--- src/rtl/amd_pkg.sv ---
// Shared types, constants and the Morse symbol table of the audio Morse decoder.
package amd_pkg;

  localparam int SAMPLE_W = 16;
  localparam int GSIZE_W  = 12;
  localparam int AMP_W    = 15;
  localparam int THRESH_W = GSIZE_W + AMP_W;
  localparam int SUM_W    = 28;
  localparam int CHAR_W   = 7;
  localparam int CFG_W    = 15;
  localparam int IDX_W    = 2;

  localparam logic [IDX_W-1:0] REG_MODE       = 2'd0;
  localparam logic [IDX_W-1:0] REG_GROUP_SIZE = 2'd1;
  localparam logic [IDX_W-1:0] REG_AMP_LEVEL  = 2'd2;

  localparam logic [GSIZE_W-1:0] GROUP_SIZE_RST = 12'd960;
  localparam logic [AMP_W-1:0]   AMP_LEVEL_RST  = 15'd50;

  localparam logic [CHAR_W-1:0] CHAR_NONE  = 7'h00;
  localparam logic [CHAR_W-1:0] CHAR_SPACE = 7'h20;

  // event kinds carried from the grouping front to the symbol back end
  localparam logic EV_RUN   = 1'b0;
  localparam logic EV_CLEAR = 1'b1;

  typedef enum logic {
    MODE_CALIBRATE = 1'b0,
    MODE_DECODE    = 1'b1
  } amd_mode_t;

  typedef struct packed {
    logic [GSIZE_W-1:0]  group_size;
    logic [THRESH_W-1:0] thresh;
  } amd_grp_cfg_t;

  // element i of a symbol is bit i of marks, 1 for dash
  function automatic logic [CHAR_W-1:0] morse_lookup(logic [3:0] len, logic [7:0] marks);
    logic [CHAR_W-1:0] ch;
    case ({len, marks})
      {4'd2, 8'h02}: ch = 7'h41;
      {4'd4, 8'h01}: ch = 7'h42;
      {4'd4, 8'h05}: ch = 7'h43;
      {4'd3, 8'h01}: ch = 7'h44;
      {4'd1, 8'h00}: ch = 7'h45;
      {4'd4, 8'h04}: ch = 7'h46;
      {4'd3, 8'h03}: ch = 7'h47;
      {4'd4, 8'h00}: ch = 7'h48;
      {4'd2, 8'h00}: ch = 7'h49;
      {4'd4, 8'h0E}: ch = 7'h4A;
      {4'd3, 8'h05}: ch = 7'h4B;
      {4'd4, 8'h02}: ch = 7'h4C;
      {4'd2, 8'h03}: ch = 7'h4D;
      {4'd2, 8'h01}: ch = 7'h4E;
      {4'd3, 8'h07}: ch = 7'h4F;
      {4'd4, 8'h06}: ch = 7'h50;
      {4'd4, 8'h0B}: ch = 7'h51;
      {4'd3, 8'h02}: ch = 7'h52;
      {4'd3, 8'h00}: ch = 7'h53;
      {4'd1, 8'h01}: ch = 7'h54;
      {4'd3, 8'h04}: ch = 7'h55;
      {4'd4, 8'h08}: ch = 7'h56;
      {4'd3, 8'h06}: ch = 7'h57;
      {4'd4, 8'h09}: ch = 7'h58;
      {4'd4, 8'h0D}: ch = 7'h59;
      {4'd4, 8'h03}: ch = 7'h5A;
      {4'd5, 8'h1F}: ch = 7'h30;
      {4'd5, 8'h1E}: ch = 7'h31;
      {4'd5, 8'h1C}: ch = 7'h32;
      {4'd5, 8'h18}: ch = 7'h33;
      {4'd5, 8'h10}: ch = 7'h34;
      {4'd5, 8'h00}: ch = 7'h35;
      {4'd5, 8'h01}: ch = 7'h36;
      {4'd5, 8'h03}: ch = 7'h37;
      {4'd5, 8'h07}: ch = 7'h38;
      {4'd5, 8'h0F}: ch = 7'h39;
      {4'd6, 8'h2A}: ch = 7'h2E;
      {4'd6, 8'h33}: ch = 7'h2C;
      {4'd6, 8'h0C}: ch = 7'h3F;
      {4'd6, 8'h35}: ch = 7'h21;
      default:       ch = CHAR_NONE;
    endcase
    return ch;
  endfunction

endpackage

--- src/rtl/amd_fifo.sv ---
// Small first-word-fall-through queue with one or two writes and one read per cycle.
module amd_fifo #(
  parameter int WIDTH = 8,
  parameter int DEPTH = 4
) (
  input  logic                       clk,
  input  logic                       rst,
  input  logic                       wr_en0,
  input  logic                       wr_en1,
  input  logic [WIDTH-1:0]           wr_data0,
  input  logic [WIDTH-1:0]           wr_data1,
  input  logic                       rd_en,
  output logic [WIDTH-1:0]           rd_data,
  output logic [$clog2(DEPTH+1)-1:0] count
);

  localparam int AW = $clog2(DEPTH);
  localparam int CW = $clog2(DEPTH + 1);

  logic [WIDTH-1:0] mem [DEPTH];
  logic [AW-1:0]    wptr;
  logic [AW-1:0]    rptr;

  assign rd_data = mem[rptr];

  always_ff @(posedge clk) begin
    if (wr_en0) begin
      mem[wptr] <= wr_data0;
    end
    if (wr_en1) begin
      mem[wptr + AW'(1)] <= wr_data1;
    end
  end

  always_ff @(posedge clk) begin
    if (rst) begin
      wptr  <= '0;
      rptr  <= '0;
      count <= '0;
    end else begin
      wptr  <= wptr + AW'(wr_en0) + AW'(wr_en1);
      rptr  <= rptr + AW'(rd_en);
      count <= count + CW'(wr_en0) + CW'(wr_en1) - CW'(rd_en);
    end
  end

endmodule

--- src/rtl/amd_front.sv ---
// Front end: sample magnitude grouping, on/off level decision and run tracking.
module amd_front #(
  parameter int RUN_WIDTH = 16
) (
  input  logic                                clk,
  input  logic                                rst,
  input  logic                                accept,
  input  logic signed [amd_pkg::SAMPLE_W-1:0] sample,
  input  logic                                first_of_pass,
  input  amd_pkg::amd_grp_cfg_t               grp_cfg,
  output logic                                ev_push,
  output logic [RUN_WIDTH+1:0]                ev_data
);

  import amd_pkg::*;

  localparam logic [RUN_WIDTH-1:0] RUN_MAX = {RUN_WIDTH{1'b1}};

  logic [SUM_W-1:0]     group_sum;
  logic [GSIZE_W-1:0]   group_count;
  logic                 current_level;
  logic [RUN_WIDTH-1:0] run_length;
  logic                 awaiting_first_group;

  logic [SUM_W-1:0]     sum_base;
  logic [GSIZE_W-1:0]   cnt_base;
  logic                 lvl_base;
  logic [RUN_WIDTH-1:0] run_base;
  logic                 await_base;
  logic [SAMPLE_W-1:0]  raw;
  logic [SAMPLE_W-1:0]  mag;
  logic [SUM_W-1:0]     sum_new;
  logic [GSIZE_W:0]     cnt_new;
  logic                 group_done;
  logic                 level;
  logic                 run_end;

  always_comb begin
    sum_base   = first_of_pass ? '0 : group_sum;
    cnt_base   = first_of_pass ? '0 : group_count;
    lvl_base   = first_of_pass ? 1'b0 : current_level;
    run_base   = first_of_pass ? '0 : run_length;
    await_base = first_of_pass | awaiting_first_group;
    raw        = sample;
    mag        = raw[SAMPLE_W-1] ? (~raw + SAMPLE_W'(1)) : raw;
    sum_new    = sum_base + SUM_W'(mag);
    cnt_new    = {1'b0, cnt_base} + (GSIZE_W+1)'(1);
    group_done = cnt_new >= {1'b0, grp_cfg.group_size};
    level      = sum_new > {1'b0, grp_cfg.thresh};
    run_end    = group_done & ~await_base & (level != lvl_base);
  end

  assign ev_push = accept & (first_of_pass | run_end);
  assign ev_data = first_of_pass ? {EV_CLEAR, 1'b0, {RUN_WIDTH{1'b0}}}
                                 : {EV_RUN, lvl_base, run_base};

  always_ff @(posedge clk) begin
    if (rst) begin
      group_sum            <= '0;
      group_count          <= '0;
      current_level        <= 1'b0;
      run_length           <= '0;
      awaiting_first_group <= 1'b1;
    end else if (accept) begin
      if (group_done) begin
        group_sum   <= '0;
        group_count <= '0;
        if (await_base) begin
          awaiting_first_group <= 1'b0;
          current_level        <= level;
          run_length           <= RUN_WIDTH'(1);
        end else if (level == lvl_base) begin
          awaiting_first_group <= 1'b0;
          current_level        <= lvl_base;
          run_length           <= (run_base == RUN_MAX) ? run_base : run_base + RUN_WIDTH'(1);
        end else begin
          awaiting_first_group <= 1'b0;
          current_level        <= level;
          run_length           <= RUN_WIDTH'(1);
        end
      end else begin
        group_sum            <= sum_new;
        group_count          <= cnt_new[GSIZE_W-1:0];
        current_level        <= lvl_base;
        run_length           <= run_base;
        awaiting_first_group <= await_base;
      end
    end
  end

endmodule

--- src/rtl/amd_back.sv ---
// Back end: run-length statistics, dot/dash collection and character emission.
module amd_back #(
  parameter int SYMBOL_MAX = 6,
  parameter int RUN_WIDTH  = 16
) (
  input  logic                         clk,
  input  logic                         rst,
  input  amd_pkg::amd_mode_t           mode,
  input  logic                         ev_go,
  input  logic [RUN_WIDTH+1:0]         ev_data,
  output logic                         wr_en0,
  output logic                         wr_en1,
  output logic [amd_pkg::CHAR_W:0]     wr_data0,
  output logic [amd_pkg::CHAR_W:0]     wr_data1
);

  import amd_pkg::*;

  localparam int LW = $clog2(SYMBOL_MAX + 1);

  logic [RUN_WIDTH-1:0]  min_off_run;
  logic [RUN_WIDTH-1:0]  max_off_run;
  logic [RUN_WIDTH-1:0]  min_on_run;
  logic [RUN_WIDTH-1:0]  max_on_run;
  logic [SYMBOL_MAX-1:0] symbol_marks;
  logic [LW-1:0]         symbol_length;
  logic                  symbol_overflow;

  logic                  ev_kind;
  logic                  ev_level;
  logic [RUN_WIDTH-1:0]  cnt;
  logic [RUN_WIDTH:0]    on_sum;
  logic                  is_dash;
  logic                  letter_gap;
  logic                  word_gap;
  logic [CHAR_W-1:0]     ch;
  logic                  has_ch;
  logic                  decode_off;

  always_comb begin
    ev_kind    = ev_data[RUN_WIDTH+1];
    ev_level   = ev_data[RUN_WIDTH];
    cnt        = ev_data[RUN_WIDTH-1:0];
    on_sum     = {1'b0, max_on_run} + {1'b0, min_on_run};
    is_dash    = cnt > on_sum[RUN_WIDTH:1];
    letter_gap = {1'b0, cnt} >= {min_off_run, 1'b0};
    word_gap   = ({1'b0, cnt} + {1'b0, min_off_run}) > {1'b0, max_off_run};
    ch         = morse_lookup(4'(symbol_length), 8'(symbol_marks));
    decode_off = ev_go & (ev_kind == EV_RUN) & (mode == MODE_DECODE) & ~ev_level;
    has_ch     = decode_off & letter_gap & ~symbol_overflow & (ch != CHAR_NONE);
    wr_en0     = has_ch | (decode_off & word_gap);
    wr_en1     = has_ch & word_gap;
    wr_data0   = has_ch ? {ch, ~word_gap} : {CHAR_SPACE, 1'b1};
    wr_data1   = {CHAR_SPACE, 1'b1};
  end

  always_ff @(posedge clk) begin
    if (rst) begin
      min_off_run     <= '0;
      max_off_run     <= '0;
      min_on_run      <= '0;
      max_on_run      <= '0;
      symbol_marks    <= '0;
      symbol_length   <= '0;
      symbol_overflow <= 1'b0;
    end else if (ev_go) begin
      if (ev_kind == EV_CLEAR) begin
        symbol_marks    <= '0;
        symbol_length   <= '0;
        symbol_overflow <= 1'b0;
      end else if (mode == MODE_CALIBRATE) begin
        if (ev_level) begin
          if (cnt > max_on_run) begin
            max_on_run <= cnt;
          end
          if (cnt < min_on_run || min_on_run == '0) begin
            min_on_run <= cnt;
          end
        end else begin
          if (cnt > max_off_run) begin
            max_off_run <= cnt;
          end
          if (cnt < min_off_run || min_off_run == '0) begin
            min_off_run <= cnt;
          end
        end
      end else if (ev_level) begin
        if (symbol_length < LW'(SYMBOL_MAX)) begin
          symbol_marks  <= symbol_marks | (SYMBOL_MAX'(is_dash) << symbol_length);
          symbol_length <= symbol_length + LW'(1);
        end else begin
          symbol_overflow <= 1'b1;
        end
      end else if (letter_gap) begin
        symbol_marks    <= '0;
        symbol_length   <= '0;
        symbol_overflow <= 1'b0;
      end
    end
  end

endmodule

--- src/rtl/audio_morse_decoder_top.sv ---
// Top level of the audio Morse decoder: config registers, front, event queue, back, result queue.
//
//  channel   direction  handshake            word
//  sample    in         push / full          sample, first_of_pass
//  result    out        empty / pop          char_code, last_in_run
//  config    in         cfg_write            cfg_index, cfg_data
//
//  One sample is taken per cycle while full is low; the front decides a group and a run end in that cycle.
//  A run end waits in the event queue for the back, which writes its words to the result queue.
//  The back handles one event per cycle while the result queue has room for two words.
//  full rises when the event queue is full; it follows pop stalls with a few words of slack.
//  Reset clears all run tracking, statistics and symbol state and loads the register defaults.
module audio_morse_decoder_top #(
  parameter int SYMBOL_MAX = 6,
  parameter int RUN_WIDTH  = 16
) (
  input  logic                                clk,
  input  logic                                rst,
  input  logic                                push,
  output logic                                full,
  input  logic signed [amd_pkg::SAMPLE_W-1:0] sample,
  input  logic                                first_of_pass,
  output logic                                empty,
  input  logic                                pop,
  output logic [amd_pkg::CHAR_W-1:0]          char_code,
  output logic                                last_in_run,
  input  logic                                cfg_write,
  input  logic [amd_pkg::IDX_W-1:0]           cfg_index,
  input  logic [amd_pkg::CFG_W-1:0]           cfg_data
);

  import amd_pkg::*;

  localparam int EVQ_DEPTH = 4;
  localparam int OQ_DEPTH  = 4;
  localparam int EV_W      = RUN_WIDTH + 2;
  localparam int EVC_W     = $clog2(EVQ_DEPTH + 1);
  localparam int OQC_W     = $clog2(OQ_DEPTH + 1);

  amd_mode_t          mode;
  logic [GSIZE_W-1:0] group_size;
  logic [AMP_W-1:0]   amp_level;
  logic [GSIZE_W-1:0] group_size_next;
  logic [AMP_W-1:0]   amp_level_next;
  amd_grp_cfg_t       grp_cfg;

  logic               accept;
  logic               ev_push;
  logic [EV_W-1:0]    ev_in;
  logic [EV_W-1:0]    ev_out;
  logic [EVC_W-1:0]   evq_count;
  logic               ev_go;
  logic               oq_wr0;
  logic               oq_wr1;
  logic [CHAR_W:0]    oq_data0;
  logic [CHAR_W:0]    oq_data1;
  logic [CHAR_W:0]    oq_out;
  logic [OQC_W-1:0]   oq_count;
  logic               out_take;

  always_comb begin
    group_size_next = group_size;
    amp_level_next  = amp_level;
    if (cfg_write && cfg_index == REG_GROUP_SIZE) begin
      group_size_next = (cfg_data[GSIZE_W-1:0] == '0) ? GSIZE_W'(1) : cfg_data[GSIZE_W-1:0];
    end
    if (cfg_write && cfg_index == REG_AMP_LEVEL) begin
      amp_level_next = cfg_data;
    end
  end

  always_ff @(posedge clk) begin
    if (rst) begin
      mode           <= MODE_CALIBRATE;
      group_size     <= GROUP_SIZE_RST;
      amp_level      <= AMP_LEVEL_RST;
      grp_cfg.group_size <= GROUP_SIZE_RST;
      grp_cfg.thresh <= THRESH_W'(GROUP_SIZE_RST) * THRESH_W'(AMP_LEVEL_RST);
    end else begin
      if (cfg_write && cfg_index == REG_MODE) begin
        mode <= amd_mode_t'(cfg_data[0]);
      end
      group_size     <= group_size_next;
      amp_level      <= amp_level_next;
      grp_cfg.group_size <= group_size_next;
      grp_cfg.thresh <= THRESH_W'(group_size_next) * THRESH_W'(amp_level_next);
    end
  end

  assign full     = evq_count == EVC_W'(EVQ_DEPTH);
  assign accept   = push & ~full;
  assign ev_go    = (evq_count != '0) & (oq_count <= OQC_W'(OQ_DEPTH - 2));
  assign empty    = oq_count == '0;
  assign out_take = pop & ~empty;

  assign char_code   = oq_out[CHAR_W:1];
  assign last_in_run = oq_out[0];

  amd_front #(
    .RUN_WIDTH (RUN_WIDTH)
  ) u_front (
    .clk           (clk),
    .rst           (rst),
    .accept        (accept),
    .sample        (sample),
    .first_of_pass (first_of_pass),
    .grp_cfg       (grp_cfg),
    .ev_push       (ev_push),
    .ev_data       (ev_in)
  );

  amd_fifo #(
    .WIDTH (EV_W),
    .DEPTH (EVQ_DEPTH)
  ) u_evq (
    .clk      (clk),
    .rst      (rst),
    .wr_en0   (ev_push),
    .wr_en1   (1'b0),
    .wr_data0 (ev_in),
    .wr_data1 ({EV_W{1'b0}}),
    .rd_en    (ev_go),
    .rd_data  (ev_out),
    .count    (evq_count)
  );

  amd_back #(
    .SYMBOL_MAX (SYMBOL_MAX),
    .RUN_WIDTH  (RUN_WIDTH)
  ) u_back (
    .clk      (clk),
    .rst      (rst),
    .mode     (mode),
    .ev_go    (ev_go),
    .ev_data  (ev_out),
    .wr_en0   (oq_wr0),
    .wr_en1   (oq_wr1),
    .wr_data0 (oq_data0),
    .wr_data1 (oq_data1)
  );

  amd_fifo #(
    .WIDTH (CHAR_W + 1),
    .DEPTH (OQ_DEPTH)
  ) u_outq (
    .clk      (clk),
    .rst      (rst),
    .wr_en0   (oq_wr0),
    .wr_en1   (oq_wr1),
    .wr_data0 (oq_data0),
    .wr_data1 (oq_data1),
    .rd_en    (out_take),
    .rd_data  (oq_out),
    .count    (oq_count)
  );

  a_evq_bound: assert property (@(posedge clk) disable iff (rst)
    evq_count <= EVC_W'(EVQ_DEPTH))
    else $error("event queue count out of range");

  a_oq_bound: assert property (@(posedge clk) disable iff (rst)
    oq_count <= OQC_W'(OQ_DEPTH))
    else $error("result queue count out of range");

  a_pair_whole: assert property (@(posedge clk) disable iff (rst)
    (out_take && !last_in_run) |=> !empty)
    else $error("first word of a pair left without its partner");

  a_pair_written: assert property (@(posedge clk) disable iff (rst)
    oq_wr1 |-> oq_wr0 && !oq_data0[0])
    else $error("second result word without an open first word");

endmodule

--- config.mk ---
export PLATFORM = sky130hd
export DESIGN_NAME = audio_morse_decoder_top
export DESIGN_NICKNAME = d
export VERILOG_FILES = /design/src/rtl/amd_pkg.sv /design/src/rtl/amd_fifo.sv /design/src/rtl/amd_front.sv /design/src/rtl/amd_back.sv /design/src/rtl/audio_morse_decoder_top.sv
export SDC_FILE = /design/constraint.sdc
export NUM_CORES = 1
export LEC_CHECK = 0
export BUFFER_PORTS_ARGS = -buffer_cell sky130_fd_sc_hd__buf_4
export CORE_MARGIN = 1.5
export CORE_UTILIZATION = 35
export CTS_BUF_LIST = sky130_fd_sc_hd__clkbuf_2 sky130_fd_sc_hd__clkbuf_4 sky130_fd_sc_hd__clkbuf_8
export DETAILED_ROUTE_END_ITERATION = 16
export GPL_TIMING_DRIVEN = 0
export PLACE_DENSITY = 0.53
export SLEW_MARGIN = 20
export SYNTH_ARGS = -nofsm -noshare
export SYNTH_HDL_FRONTEND = slang
export SYNTH_SLANG_ARGS = --single-unit
--- constraint.sdc ---
create_clock -name clk -period 26.9 [get_ports clk]
set_clock_uncertainty 0.15 [all_clocks]
set_input_delay 4.035 -clock clk [delete_from_list [all_inputs] [get_ports clk]]
set_output_delay 4.035 -clock clk [all_outputs]
set_load 0.02 [all_outputs]
### Word-level counts from Yosys, hierarchy flattened

Memories as Yosys holds them, arrays and structs flattened. A register that Yosys moved wholly into a read port is not among the register bits.
Index checks and enable logic that the tools add are counted.

| storage, ports and cells | value |
|---|---|
| bits in registers | 201 |
| memory bits (writable) | 104 |
| input port bits | 39 |
| word-level logic and storage cells | 194 |
| memories | 2 |
| output and inout port bits | 10 |

Memory list:

| name | words | bits a word | read ports | clocked after Yosys merged registers in | write ports | line | RTL |
|---|---|---|---|---|---|---|---|
| u_evq.mem | 4 | 18 | 1 | 1 | 1 | amd_fifo.sv:20 | `logic [WIDTH-1:0] mem [DEPTH];` |
| u_outq.mem | 4 | 8 | 1 | 1 | 2 | amd_fifo.sv:20 |  |

| operators by class | value |
|---|---|
| equal/unequal tests | 48 |
| order comparisons | 11 |
| shifts and indexed selects | 1 |
| add/subtract/negate cells | 18 |
| bitwise operators | 27 |
| $mul | 1 |
| reduce and logical (&&, ||, !) cells | 20 |
| multiplexer cells | 44 |

Operator list:

| cell | number |
|---|---|
| $pmux W7 S40 | 1 |
| $eq A9 B9 Y1 const B | 26 |
| $eq A9 B8 Y1 const B | 12 |
| $mux W16 | 6 |
| $mux W28 | 2 |
| $gt A16 B16 Y1 | 3 |
| $mux W12 | 4 |
| $add A16 B16 Y17 | 2 |
| $add A16 B1 Y16 const B | 2 |
| $logic_not A16 Y1 | 2 |
| $lt A16 B16 Y1 | 2 |
| $mux W6 | 5 |
| $add A28 B16 Y28 | 1 |
| $gt A28 B27 Y1 | 1 |
| $mul A12 B15 Y27 | 1 |
| $reduce_and A5 Y1 | 4 |
| $eq A9 B7 Y1 const B | 2 |
| $mux W18 | 1 |
| $ge A16 B17 Y1 | 1 |
| $gt A17 B16 Y1 | 1 |
| $eq A16 B16 Y1 const B | 1 |
| $mux W1 | 16 |
| $not A16 Y16 | 1 |
| $mux W15 | 1 |
| other kinds (32) | 72 |

### Depth between registers and ports, before layout

Gate-level depths: netlist of the first run.

| logic depth | value |
|---|---|
| depth after elaboration | 12 |
| mapped depth | 31 |
| mapped depth without buffers | 30 |

### By module

A second synthesis of the first run with hierarchy kept.

| unflattened totals | value |
|---|---|
| cell total of the unflattened synthesis | 2938 |
| area total of the unflattened synthesis | 27174.8 um^2 |

By module, submodules not included:

| module | cells each | area an instance (um^2) | times used | sequential area each (um^2) |
|---|---|---|---|---|
| amd_back | 964 | 7842.5 | 1 | 1481.4 |
| audio_morse_decoder_top | 887 | 7754.9 | 1 | 1101.1 |
| amd_front | 763 | 5667.9 | 1 | 1161.1 |
| amd_fifo (u_evq) | 210 | 3961.3 | 1 | 2302.2 |
| amd_fifo (u_outq) | 114 | 1948.1 | 1 | 1101.1 |

### Least setup slack after synthesis of the first run

Ideal clock, no wire load.

| timing path | value |
|---|---|
| kind | input to register |
| from | input first_of_pass |
| to | memory u_evq.mem[1][0] (netlist name), enable pin |
| data arrival time | 10.653 ns |
| library setup time | 0.420 ns |
| cell stages on the path | 25 |
| required time | 26.330 ns |
| buffers on the path | 4 |
| setup slack | 15.677 ns |
| cell sequence | clkbuf_1 > clkbuf_1 > clkbuf_1 > clkbuf_1 > nor2b_1 > ha_1 > fa_1 > a21o_1 > a21oi_1 > o21ai_0 > nand4_1 > nand3_1 > a31oi_1 > or2_2 > xnor2_1 > ha_1 > a21o_1 > a21oi_1 > o21ai_0 > a2111oi_0 > a21oi_1 > a21o_1 > xnor2_1 > o41a_1 > nor3b_1 |

| on the way | value |
|---|---|
| cells in the longest elaborated chain, start to end | 9 |
| elaborated cells between the ends (all ways) | 16 |
| those cells by class | add/sub (2); order compare (2); eq/ne (1); mux (5); bitwise (6) |

RTL lines:

| element | line | RTL |
|---|---|---|
| start, declared | audio_morse_decoder_top.sv:22 | `input logic first_of_pass,` |
| $mux W28 / $mux W12 (equally long branches) | amd_front.sv:39, amd_front.sv:40 |  |
| $add A28 B16 Y28 / $add A12 B1 Y13 (equally long branches) | amd_front.sv:46, amd_front.sv:47 |  |
| $gt A28 B27 Y1 / $ge A13 B12 Y1 (equally long branches) | amd_front.sv:49, amd_front.sv:48 |  |
| $ne A1 B1 Y1 / $and A1 B1 Y1 (equally long branches) | amd_front.sv:50 | `run_end = group_done & ~await_base & (level != lvl_base);` |
| $and A1 B1 Y1 | amd_front.sv:50 |  |
| $or A1 B1 Y1 * | amd_front.sv:53 | `assign ev_push = accept & (first_of_pass \| run_end);` |
| $and A1 B1 Y1 * | amd_front.sv:53 |  |
| $mux W1 * | amd_fifo.sv:27 | `if (wr_en0) begin` |
| $mux W1 (implied by the code) * | amd_fifo.sv:28 | `mem[wptr] <= wr_data0;` |
| end, declared | amd_fifo.sv:20 |  |

Every way passes the cells marked *; elsewhere a longest branch is shown, timed or not.

### Worst setup path in the final report of the first run

| timing path | value |
|---|---|
| from | input first_of_pass |
| to | register u_evq.count[2] |

| on the way | value |
|---|---|
| cells in the longest elaborated chain, start to end | 9 |
| elaborated cells between the ends (all ways) | 16 |
| those cells by class | add/sub (4); order compare (2); eq/ne (1); mux (3); bitwise (6) |

RTL lines:

| element | line | RTL |
|---|---|---|
| $mux W28 / $mux W12 (equally long branches) | amd_front.sv:39, amd_front.sv:40 |  |
| $add A28 B16 Y28 / $add A12 B1 Y13 (equally long branches) | amd_front.sv:46, amd_front.sv:47 |  |
| $gt A28 B27 Y1 / $ge A13 B12 Y1 (equally long branches) | amd_front.sv:49, amd_front.sv:48 |  |
| $ne A1 B1 Y1 / $and A1 B1 Y1 (equally long branches) | amd_front.sv:50 |  |
| $and A1 B1 Y1 | amd_front.sv:50 |  |
| $or A1 B1 Y1 * | amd_front.sv:53 |  |
| $and A1 B1 Y1 * | amd_front.sv:53 |  |
| $add A3 B1 Y3 * | amd_fifo.sv:43 | `count <= count + CW'(wr_en0) + CW'(wr_en1) - CW'(rd_en);` |
| $sub A3 B1 Y3 * | amd_fifo.sv:43 |  |
| end signal, assigned | amd_fifo.sv:43 |  |
| end, declared | amd_fifo.sv:14 | `output logic [$clog2(DEPTH+1)-1:0] count` |

Marked as above.
A chain may end at the register's enable or synchronous reset.

==> results of run 1 <==
-- cells in the mapped netlist, types with 35 or more instances --
library cell,count
a21oi_1,129
xor2_1,35
o21ai_0,86
xnor2_1,67
nor2_1,260
nand3_1,83
inv_1,320
dfxtp_1,233
ha_1,281
nand4_1,35
fa_1,137
a21o_1,49
nor3_1,56
edfxtp_1,72
clkbuf_1,61
mux2i_1,77
nor2b_1,75
nand2_1,295
-- cells in the final DEF, fill, tap and decap left out, drive strengths merged, types with 49 or more instances in the layout --
cell and instances:
nand3 84, dfxtp 233, o21ai 90, a21oi 131
nor2 260, fa 137, xnor2 67, ha 281
mux2i 78, nor3 60, clkbuf 151, a21o 49
inv 324, nand2 297, buf 88, nor2b 75
edfxtp 72
-- per-stage QoR --
stage	utilization, %	area, um^2
floorplan	-	25130
global placement	37.45	26680
detailed placement	37.57	26760
CTS	39.35	28030
global route	39.35	28030
finish	39.35	28030
-- final timing paths --
check,start,endpoint,slack (ps),cells past startpoint
setup / recovery,first_of_pass,u_evq.count[2],14620,32
hold / removal,u_front.group_sum[3],u_front.group_sum[3],300,2
setup reg to reg,u_evq.rptr[0],u_outq.count[1],18990,25
hold reg to reg,u_front.group_sum[3],u_front.group_sum[3],300,2
-- power by group --
group | switching [mW] | internal [mW]
logic | 0.618 | 0.420
registers | 0.0396 | 0.521
clock network | 0.213 | 0.291
-- registers in the layout (all words and copies together), names as in the netlist, 6 cells and up --
register and cells:
u_back.symbol_marks 6, u_front.run_length 16, u_front.group_sum 28, u_back.min_on_run 16, u_front.group_count 12, u_back.min_off_run 16
u_outq.mem 32, u_back.max_off_run 16, u_evq.mem 72, amp_level 15, u_back.max_on_run 16, grp_cfg 39
-- routing by layer --
metal  up-vias  share of wire, %  global-route usage [%]
met2       534                49                   35.48
met5         -             0.043                       0
met3       138               4.6                   2.938
li1       9989                 -                       -
met4         4               3.4                   7.821
met1     10240                43                   24.65
-- worst max-delay path, delay by kind of cell --
family / cells / cell delay, ps
buffers and inverters: 6 / 2220
AO/OA/AOI/OAI: 7 / 2170
adder cells (fa/ha/maj): 6 / 1910
XOR/XNOR: 4 / 710
multiplexers: 1 / 180
AND/OR/NAND/NOR: 8 / 1410
-- final cells by class --
cell class | count | area, um^2 | share of cell area [%]
Inverter | 324 | 1216 | 4.338
Antenna cell | 1 | 2.502 | 0.008926
Multi-Input combinational cell | 2084 | 16710 | 59.61
Buffer | 94 | 402.9 | 1.437
Timing Repair Buffer | 55 | 416.7 | 1.486
Clock buffer | 90 | 1107 | 3.950
Tap cell | 950 | 1189 | 4.240
Sequential cell | 305 | 6827 | 24.35
Clock inverter | 14 | 162.7 | 0.5802
-- kinds of logic (layout without fill, tap and decap cells) --
family                   Yosys count  count (layout)  synth area share, %
AND/OR/NAND/NOR                  950             950                18.13
AO/OA/AOI/OAI                    485             485                13.23
adder cells (fa/ha/maj)          418             418                24.91
buffers and inverters            418             577                6.443
flip-flops                       305             305                27.17
multiplexers                     129             129                6.573
XOR/XNOR                         102             102                3.555
other                              0               1                    0
==> out/qor.yml, run 1 <==
io_pins: 49
htreeDepth: 2
core-area_um2: 71240
crit_required_ps: 27270
gp_congestion: 0.9173
dpl_worst_slack_ps: 13960
ys_seq_area_share_pct: 27.17
postCtsSetupRepairBufs: 0
yosysWarningCount: 0
cp-start-kind: "primary input"
synth_top_flop_cell: "dfxtp_1"
maxCapViolCount: 0
drtIter0Drc: 1397
peakVddDrop_mv: 0.04063
hold_viol: 0
synth_area_leaders: "dfxtp_1 (19%), ha_1 (14%), fa_1 (11%)"
grt_max_degree: 17
nFillCells: 7230
grt_pass1_vias: 21730
drt-wirelength-per-cell_um: 18.95
synth.distinct_cells: 101
status: "complete, no violations"
tightest_slew_ps: 1113
setup_tns_ps: 0
ant_nets: 0
dp_hpwl_mm: 58.05
rsz0062_at_grt: "false"
fmax_mhz: 81.41
clock-root-buffer: "clkbuf_8"
final-max-slew-violation-count: 0
area_growth_pct: 11.57
path_clk_slew_ps: 60
layout.nets: 3378
yosysTopAreaCellShare_pct: 18.56
cts_buffer_depth: 3
worst_slack_ps: 14620
critPathKind: "primary input to flop"
numCtsBuffers: 57
hold_path.class: "flop to flop"
end_kind: "flop"
synth_area_um2: 25130
numPortBuffers: 48
cp_max_fo: 11
die_w_um: 270.9
power.total_mw: 2.102
syn_avg_cell_area_um2: 8.952
first_pass_iters: 6
start_util_pct: 35.27
rows: 98
relSlewSlack_pct: 25.78
num_vias: 20900
leakagePower_nw: 11.99
ys_async_sr_fraction_pct: 0
grt_pass1_wl_mm: 117.7
period_share_pct: 45.66
grt_overflow: 0
cp_slowest_cell: "a31oi_1"
wirelength_mm: 74.22
max_stage_delay_ps: 620
dieArea_um2: 73410
die_y_um: 270.9
period_minus_slack_ps: 12280
antenna_found_initial: 3
p_per_area_nw_per_um2: 74.97
grt_util_all_layers_pct: 20.15
ctsHoldBuffers: 0
drive_gt1_share_pct: 9.407
syn_nets: 3264
dp_cells: 3812
cts_resized: 0
drc: 0
ys_ff_latch: 305
synth_top_cell_by_area: "dfxtp_1"
setup_violations: 0
stdcell_count: 3917
clock-sinks: 305
synth_enable_flop_cells: 72
cp.arrival_ps: 12650
vias_per_cell: 5.336
syn_inst: 2807
hold_ws_ps: 297.4
cts_tree: "built"
clock_latency_ps: 670
Note: power is estimated with default switching activity, not from simulation.
==> run 2: changes to the inputs <==
--- a/config.mk
+++ b/config.mk
@@ -5,13 +5,14 @@
 export SDC_FILE = /design/constraint.sdc
 export NUM_CORES = 1
 export LEC_CHECK = 0
+export ABC_AREA = 1
 export BUFFER_PORTS_ARGS = -buffer_cell sky130_fd_sc_hd__buf_4
 export CORE_MARGIN = 1.5
 export CORE_UTILIZATION = 35
 export CTS_BUF_LIST = sky130_fd_sc_hd__clkbuf_2 sky130_fd_sc_hd__clkbuf_4 sky130_fd_sc_hd__clkbuf_8
 export DETAILED_ROUTE_END_ITERATION = 16
 export GPL_TIMING_DRIVEN = 0
-export PLACE_DENSITY = 0.53
+export PLACE_DENSITY = 0.54
 export SLEW_MARGIN = 20
 export SYNTH_ARGS = -nofsm -noshare
 export SYNTH_HDL_FRONTEND = slang
==> constraint.sdc (replaced) <==
create_clock -name clk -period 10.6 [get_ports clk]
set_clock_uncertainty 0.15 [all_clocks]
set_input_delay 1.59 -clock clk [delete_from_list [all_inputs] [get_ports clk]]
set_output_delay 1.59 -clock clk [all_outputs]
set_load 0.02 [all_outputs]
==> run 2 against run 1 <==
Register-to-register slack lost 16000 ps. Via count grew 6.0%. Non-clock buffer count shrank 2. First-iteration DRC count shrank 5.3%. Area after synthesis grew 1.2%. Critical path depth shrank 7. Clock power grew to 2.5 times the previous value. Critical path type unchanged. Critical endpoint is now grp_cfg[20].
==> out/qor.yml, run 2 <==
syn_inst: 3397
setup_violations: 0
comb_power_share_pct: 57.0
p_per_area_nw_per_um2: 222.3
grt_util_all_layers_pct: 20.04
hold_path.class: "flop to flop"
vias_per_cell: 4.907
ys_ff_latch: 305
hold_viol: 0
yosysWarningCount: 0
ys_seq_area_share_pct: 26.85
swShare_pct: 46.51
area_growth_pct: 12.24
dieArea_um2: 74260
setup_tns_ps: 0
cts_tree: "built"
clock-sinks: 305
clock-root-buffer: "clkbuf_8"
end_kind: "flop"
synth_most_common_cell: "nand2_1"
grt_max_degree: 19
layout.nets: 3974
maxCapViolCount: 0
cts_buffer_depth: 3
dpl_cell_area_um2: 27270
cp-start-kind: "primary input"
fin_area_um2: 28530
cp.arrival_ps: 8940
start_util_pct: 35.44
synth_top_flop_cell: "dfxtp_1"
intPower_mw: 3.393
leakagePower_nw: 12.92
largest_register_ffs: 72
power.total_mw: 6.343
clkPwrFrac_pct: 20.0
gp_congestion: 0.9042
ant_nets: 0
period_share_pct: 80.74
postCtsSetupRepairBufs: 0
clock_latency_ps: 650
tightest_slew_ps: 1099
fmax_mhz: 116.8
io_pins: 49
yosys-top-cells-count: "nand2_1 (726), inv_1 (559), a21oi_1 (324)"
first_pass_iters: 5
ctsHoldBuffers: 0
relSlewSlack_pct: 26.74
grt_pass1_wl_mm: 118.2
rows: 98
dp_hpwl_mm: 57.84
path_clk_slew_ps: 60
layout_common_cells: "nand2_1 (726), inv_1 (559), a21oi_1 (324)"
synth.distinct_cells: 66
synth_top_cell_by_area: "dfxtp_1"
switching_power_mw: 2.950
seq_power_share_pct: 23.0
htreeDepth: 2
peakVddDrop_mv: 0.1774
top_regs: "u_evq.mem: 72 flops, grp_cfg: 39 flops, u_outq.mem: 32 flops"
final_common_cell: "nand2_1"
ys_async_sr_fraction_pct: 0
rsz0062_at_grt: "false"
antenna_found_initial: 1
drc: 0
num_vias: 22150
wirelength_mm: 73.73
drtIter0Drc: 1323
drt-wirelength-per-cell_um: 16.33
status: "complete, no violations"
synth_area_leaders: "dfxtp_1 (18%), ha_1 (14%), fa_1 (11%)"
core-area_um2: 71730
drive_gt1_share_pct: 8.223
critPathKind: "primary input to flop"
syn_nets: 3854
synth_area_um2: 25420
cts_resized: 0
yosysTopAreaCellShare_pct: 18.35
syn_avg_cell_area_um2: 7.484
regMostFlops: "u_evq.mem"
final-max-slew-violation-count: 0
synth_enable_flop_cells: 72
grt_overflow: 0
cp_max_fo: 10
crit_required_ps: 10990
grt_pass1_vias: 21880
numPortBuffers: 47
period_minus_slack_ps: 8558
die_w_um: 272.5
die_y_um: 272.5
numCtsBuffers: 55
## run 2: changes by cell type after synthesis, moves of 38 or more
| cell | before | now |
|---|---|---|
| nand2_1 | 295 | 726 |
| nand3_1 | 83 | 124 |
| inv_1 | 320 | 559 |
| a21oi_1 | 129 | 324 |
| nor2b_1 | 75 | 0 |
| a21o_1 | 49 | 11 |
| mux2i_1 | 77 | 0 |
| o21ai_0 | 86 | 125 |
| xnor2_1 | 67 | 22 |
## run 2: cell type report
type | instances | area (um^2)
Antenna cell | 1 | 2.502
Buffer | 84 | 384.1
Clock buffer | 77 | 978.4
Clock inverter | 26 | 281.5
Fill cell | 7553 | 43200
Inverter | 588 | 2212
Multi-Input combinational cell | 2420 | 16130
Sequential cell | 305 | 6827
Tap cell | 950 | 1189
Timing Repair Buffer | 63 | 530.5
## run 2: stage by stage
step	hold slack [ps]	setup WS, ps	cells	util (%)
3_5_place_dp	300.3	1533	4410	38.02
6_report	309.5	2042	4514	39.78
2_1_floorplan	282.0	3139	3397	-
3_3_place_gp	297.1	1220	4394	37.59
4_1_cts	309.6	2232	4513	39.78
5_1_grt	322.9	1631	4514	39.78
## run 2: power groups by stage
stage	Clock, mW	Sequential (mW)	Combinational (mW)
finish	1.27	1.46	3.61
global route	1.36	1.48	4.13
CTS	1.30	1.46	3.64
detailed placement	0	1.48	3.62
global placement	0	1.48	3.51
floorplan	0	1.44	2.54
## run 2: cells by family (layout without fill, tap and decap cells)
group                      count (synthesis)  after routing  synth area share (%)
adders and majority gates                418            418                 24.62
DFF                                      305            305                 26.85
xor gates and xnor gates                  88             88                 3.032
other                                      0              1                     0
AOI/OAI and AO/OA                        586            586                 12.97
and+or+nand+nor                         1328           1328                 22.31
buffers and inverters                    672            838                 10.21
## run 2: path summary, 6_finish.rpt
check / cells past startpoint / slack, ps / start / endpoint
max: 25 / 2040 / cfg_write / grp_cfg[20]
max reg2reg: 33 / 3460 / u_evq.rptr[0] / u_outq.count[2]
min: 2 / 310 / u_outq.mem[1][7] / u_outq.mem[1][7]
min reg2reg: 2 / 310 / u_outq.mem[1][7] / u_outq.mem[1][7]
## run 2: routing by layer
layer	track usage, %	vias to the layer above	share of wire, %
li1	-	11240	-
met1	26.63	10320	46
met4	6.506	0	3.1
met3	2.425	113	4.4
met2	33.73	476	46
met5	0	-	0
## run 2: worst max-delay path: stages
cell and delay [ps]:
buf_4 80, inv_1 50, nor3_2 450, clkinv_1 390, o21ai_1 710, clkbuf_1 540
nand2_1 170, fa_1 570, inv_1 50, ha_1 220, fa_1 530, inv_1 50
fa_1 480, fa_1 570, inv_1 50, ha_1 340, nand2_1 70, o21ai_0 480
a21boi_0 260, o21ai_0 410, a21oi_1 150, o21ai_0 340, a21oi_1 150, o21ai_0 170
a21oi_1 60
==> run 3: changes to the inputs <==
--- a/config.mk
+++ b/config.mk
@@ -5,14 +5,14 @@
 export SDC_FILE = /design/constraint.sdc
 export NUM_CORES = 1
 export LEC_CHECK = 0
-export ABC_AREA = 1
+export ABC_AREA = 0
 export BUFFER_PORTS_ARGS = -buffer_cell sky130_fd_sc_hd__buf_4
 export CORE_MARGIN = 1.5
 export CORE_UTILIZATION = 35
 export CTS_BUF_LIST = sky130_fd_sc_hd__clkbuf_2 sky130_fd_sc_hd__clkbuf_4 sky130_fd_sc_hd__clkbuf_8
 export DETAILED_ROUTE_END_ITERATION = 16
 export GPL_TIMING_DRIVEN = 0
-export PLACE_DENSITY = 0.54
+export PLACE_DENSITY = 0.53
 export SLEW_MARGIN = 20
 export SYNTH_ARGS = -nofsm -noshare
 export SYNTH_HDL_FRONTEND = slang
==> constraint.sdc (replaced) <==
create_clock -name clk -period 8.45 [get_ports clk]
set_clock_uncertainty 0.15 [all_clocks]
set_input_delay 1.2675 -clock clk [delete_from_list [all_inputs] [get_ports clk]]
set_output_delay 1.2675 -clock clk [all_outputs]
set_load 0.02 [all_outputs]
==> run 3 against run 2 <==
Final cell count fell by 13%. Combinational power fell by 8.9%. Wire length fell by 0.31%. Count of clock-buffer cells in the layout rose by 5. Sequential power rose by 22%. Design area fell by 1.8%. First-iteration DRC count rose by 13%. Critical path depth fell by 2. Critical path type unchanged. Critical endpoint is now grp_cfg[24].
==> out/qor.yml, run 3 (synthesized netlist as in run 1, its figures left out) <==
first_pass_iters: 6
cp-start-kind: "primary input"
grtUsageMet1_pct: 24.87
num_vias: 20830
largest_register_ffs: 72
nFillCells: 7131
end_kind: "flop"
max_stage_delay_ps: 730
cp_slowest_cell: "clkdlybuf4s15_1"
htreeDepth: 2
top_regs: "u_evq.mem: 72 flops, grp_cfg: 39 flops, u_outq.mem: 32 flops"
seq_power_share_pct: 26.9
drt-wirelength-per-cell_um: 18.80
gr-max-usage-layer: "met2"
layout_common_cells: "inv_1 (320), nand2_1 (295), ha_1 (281)"
core-area_um2: 71240
rows: 98
setup_tns_ps: 0
clock-sinks: 305
clock_latency_ps: 680
period_minus_slack_ps: 8173
critPathKind: "primary input to flop"
cp_max_fo: 10
drc: 0
final_util_pct: 39.34
numCtsBuffers: 55
gp_congestion: 0.9240
comb_power_share_pct: 49.6
grt_pass1_vias: 21540
setup_violations: 0
ant_nets: 0
drtIter0Drc: 1493
dp_hpwl_mm: 57.98
final-max-slew-violation-count: 0
regMostFlops: "u_evq.mem"
clkPwrFrac_pct: 23.5
grt_overflow: 0
cts_buffer_depth: 3
switching_power_mw: 2.761
dp_cells: 3811
vias_per_cell: 5.328
status: "complete, no violations"
postCtsSetupRepairBufs: 0
ctsHoldBuffers: 0
area_growth_pct: 11.55
peakVddDrop_mv: 0.1320
period_share_pct: 96.73
cts_tree: "built"
io_pins: 49
fmax_mhz: 122.3
die_y_um: 270.9
hold_path.class: "flop to flop"
leakagePower_nw: 11.97
layout.nets: 3372
path_cells: "buf_4, nand3b_1, clkdlybuf4s15_1, clkbuf_2, mux2i_1, nor2_1, fa_1, fa_1, fa_1, inv_1, fa_1, fa_1, inv_1, ha_1, a21o_1, a21o_1, a21o_1, nor3_1, o311ai_0, a31oi_1, o21bai_1, a21oi_1, mux2_2"
path_clk_slew_ps: 60
rsz0062_at_grt: "false"
hold_viol: 0
tightest_slew_ps: 1103
p_per_area_nw_per_um2: 236.8
met2_usage_pct: 35.79
antenna_found_initial: 2
final_common_cell: "inv_1"
intPower_mw: 3.875
wirelength_mm: 73.50
grt_max_degree: 21
maxCapViolCount: 0
grt_util_all_layers_pct: 20.07
clock-root-buffer: "clkbuf_8"
swShare_pct: 41.61
numPortBuffers: 48
crit_required_ps: 8840
start_util_pct: 35.27
cp.arrival_ps: 8570
die_w_um: 270.9
grt_pass1_wl_mm: 117.1
drive_gt1_share_pct: 9.567
crit_path_frequent_cell: "fa_1"
dieArea_um2: 73410
stdcell_count: 3910
grt_use_met3_pct: 2.467
relSlewSlack_pct: 26.44
## run 3: cell types whose count changed in the layout (fill, tap and decap cells not counted), moves of 26 or more
cell	delta
a21oi_1	-195
o21ai_0	-39
nand2_1	-431
xnor2_1	+45
nand3_1	-41
nor2b_1	+75
xor2_1	-31
mux2i_1	+72
inv_1	-239
mux4_2	+26
a21o_1	+38
nor2_1	-30
## run 3: final timing paths
check                                          start                   end  slack (ps)  cells after the start
worst min-delay path            u_front.group_sum[3]  u_front.group_sum[3]         300                      2
worst max-delay path                       cfg_write           grp_cfg[24]         280                     23
worst min register to register  u_front.group_sum[3]  u_front.group_sum[3]         300                      2
worst max register to register         u_evq.rptr[1]       u_outq.count[2]         920                     28
## run 3: layout make-up
cell class	count	area [um^2]	share of cell area, %
antenna	2	5.005	0.01786
buffer	91	402.9	1.437
clock buffer	82	1035	3.692
clock inverter	18	188.9	0.6740
inverter	324	1216	4.339
multi-input combinational	2084	16750	59.77
sequential	305	6827	24.35
tap	950	1189	4.241
timing repair buffer	54	412.9	1.473
## run 3: metrics by stage
stage | setup WS (ps) | instance area (um^2) | hold WS [ps] | total power [mW]
floorplan | -1.071 | 25130 | 277.3 | 4.169
global placement | -3118 | 26680 | 288.0 | 5.012
detailed placement | -1669 | 26760 | 294.3 | 5.100
CTS | 61.96 | 27990 | 300.3 | 6.693
global route | 7.676 | 28030 | 318.7 | 7.196
finish | 276.6 | 28030 | 300.4 | 6.636
## run 3: metal layers
layer	wire, um	vias to the layer above
met5	0	-
met4	2335	0
met3	2690	147
met2	36420	453
met1	32060	10250
li1	-	9984
## run 3: what timing repair did
action                     CTS  global route
cloned                       0             0
pin swaps                    0             0
gates resized for setup      3            12
setup endpoints to repair   77            45
## run 3: power by group through the flow
| stage | clock network [mW] | registers (mW) | logic [mW] |
|---|---|---|---|
| after floorplan | 0 | 1.76 | 2.41 |
| after global placement | 0 | 1.81 | 3.20 |
| after detailed placement | 0 | 1.81 | 3.29 |
| after CTS | 1.60 | 1.78 | 3.31 |
| after global routing | 1.67 | 1.80 | 3.72 |
| final | 1.56 | 1.78 | 3.29 |
## run 3: critical path, delay by kind of cell
kind | cells | cell delay (ps)
adders and majority gates | 6 | 3030
buffers and inverters | 5 | 1430
AOI/OAI and AO/OA | 7 | 1430
muxes | 2 | 1020
and+or+nand+nor | 3 | 360
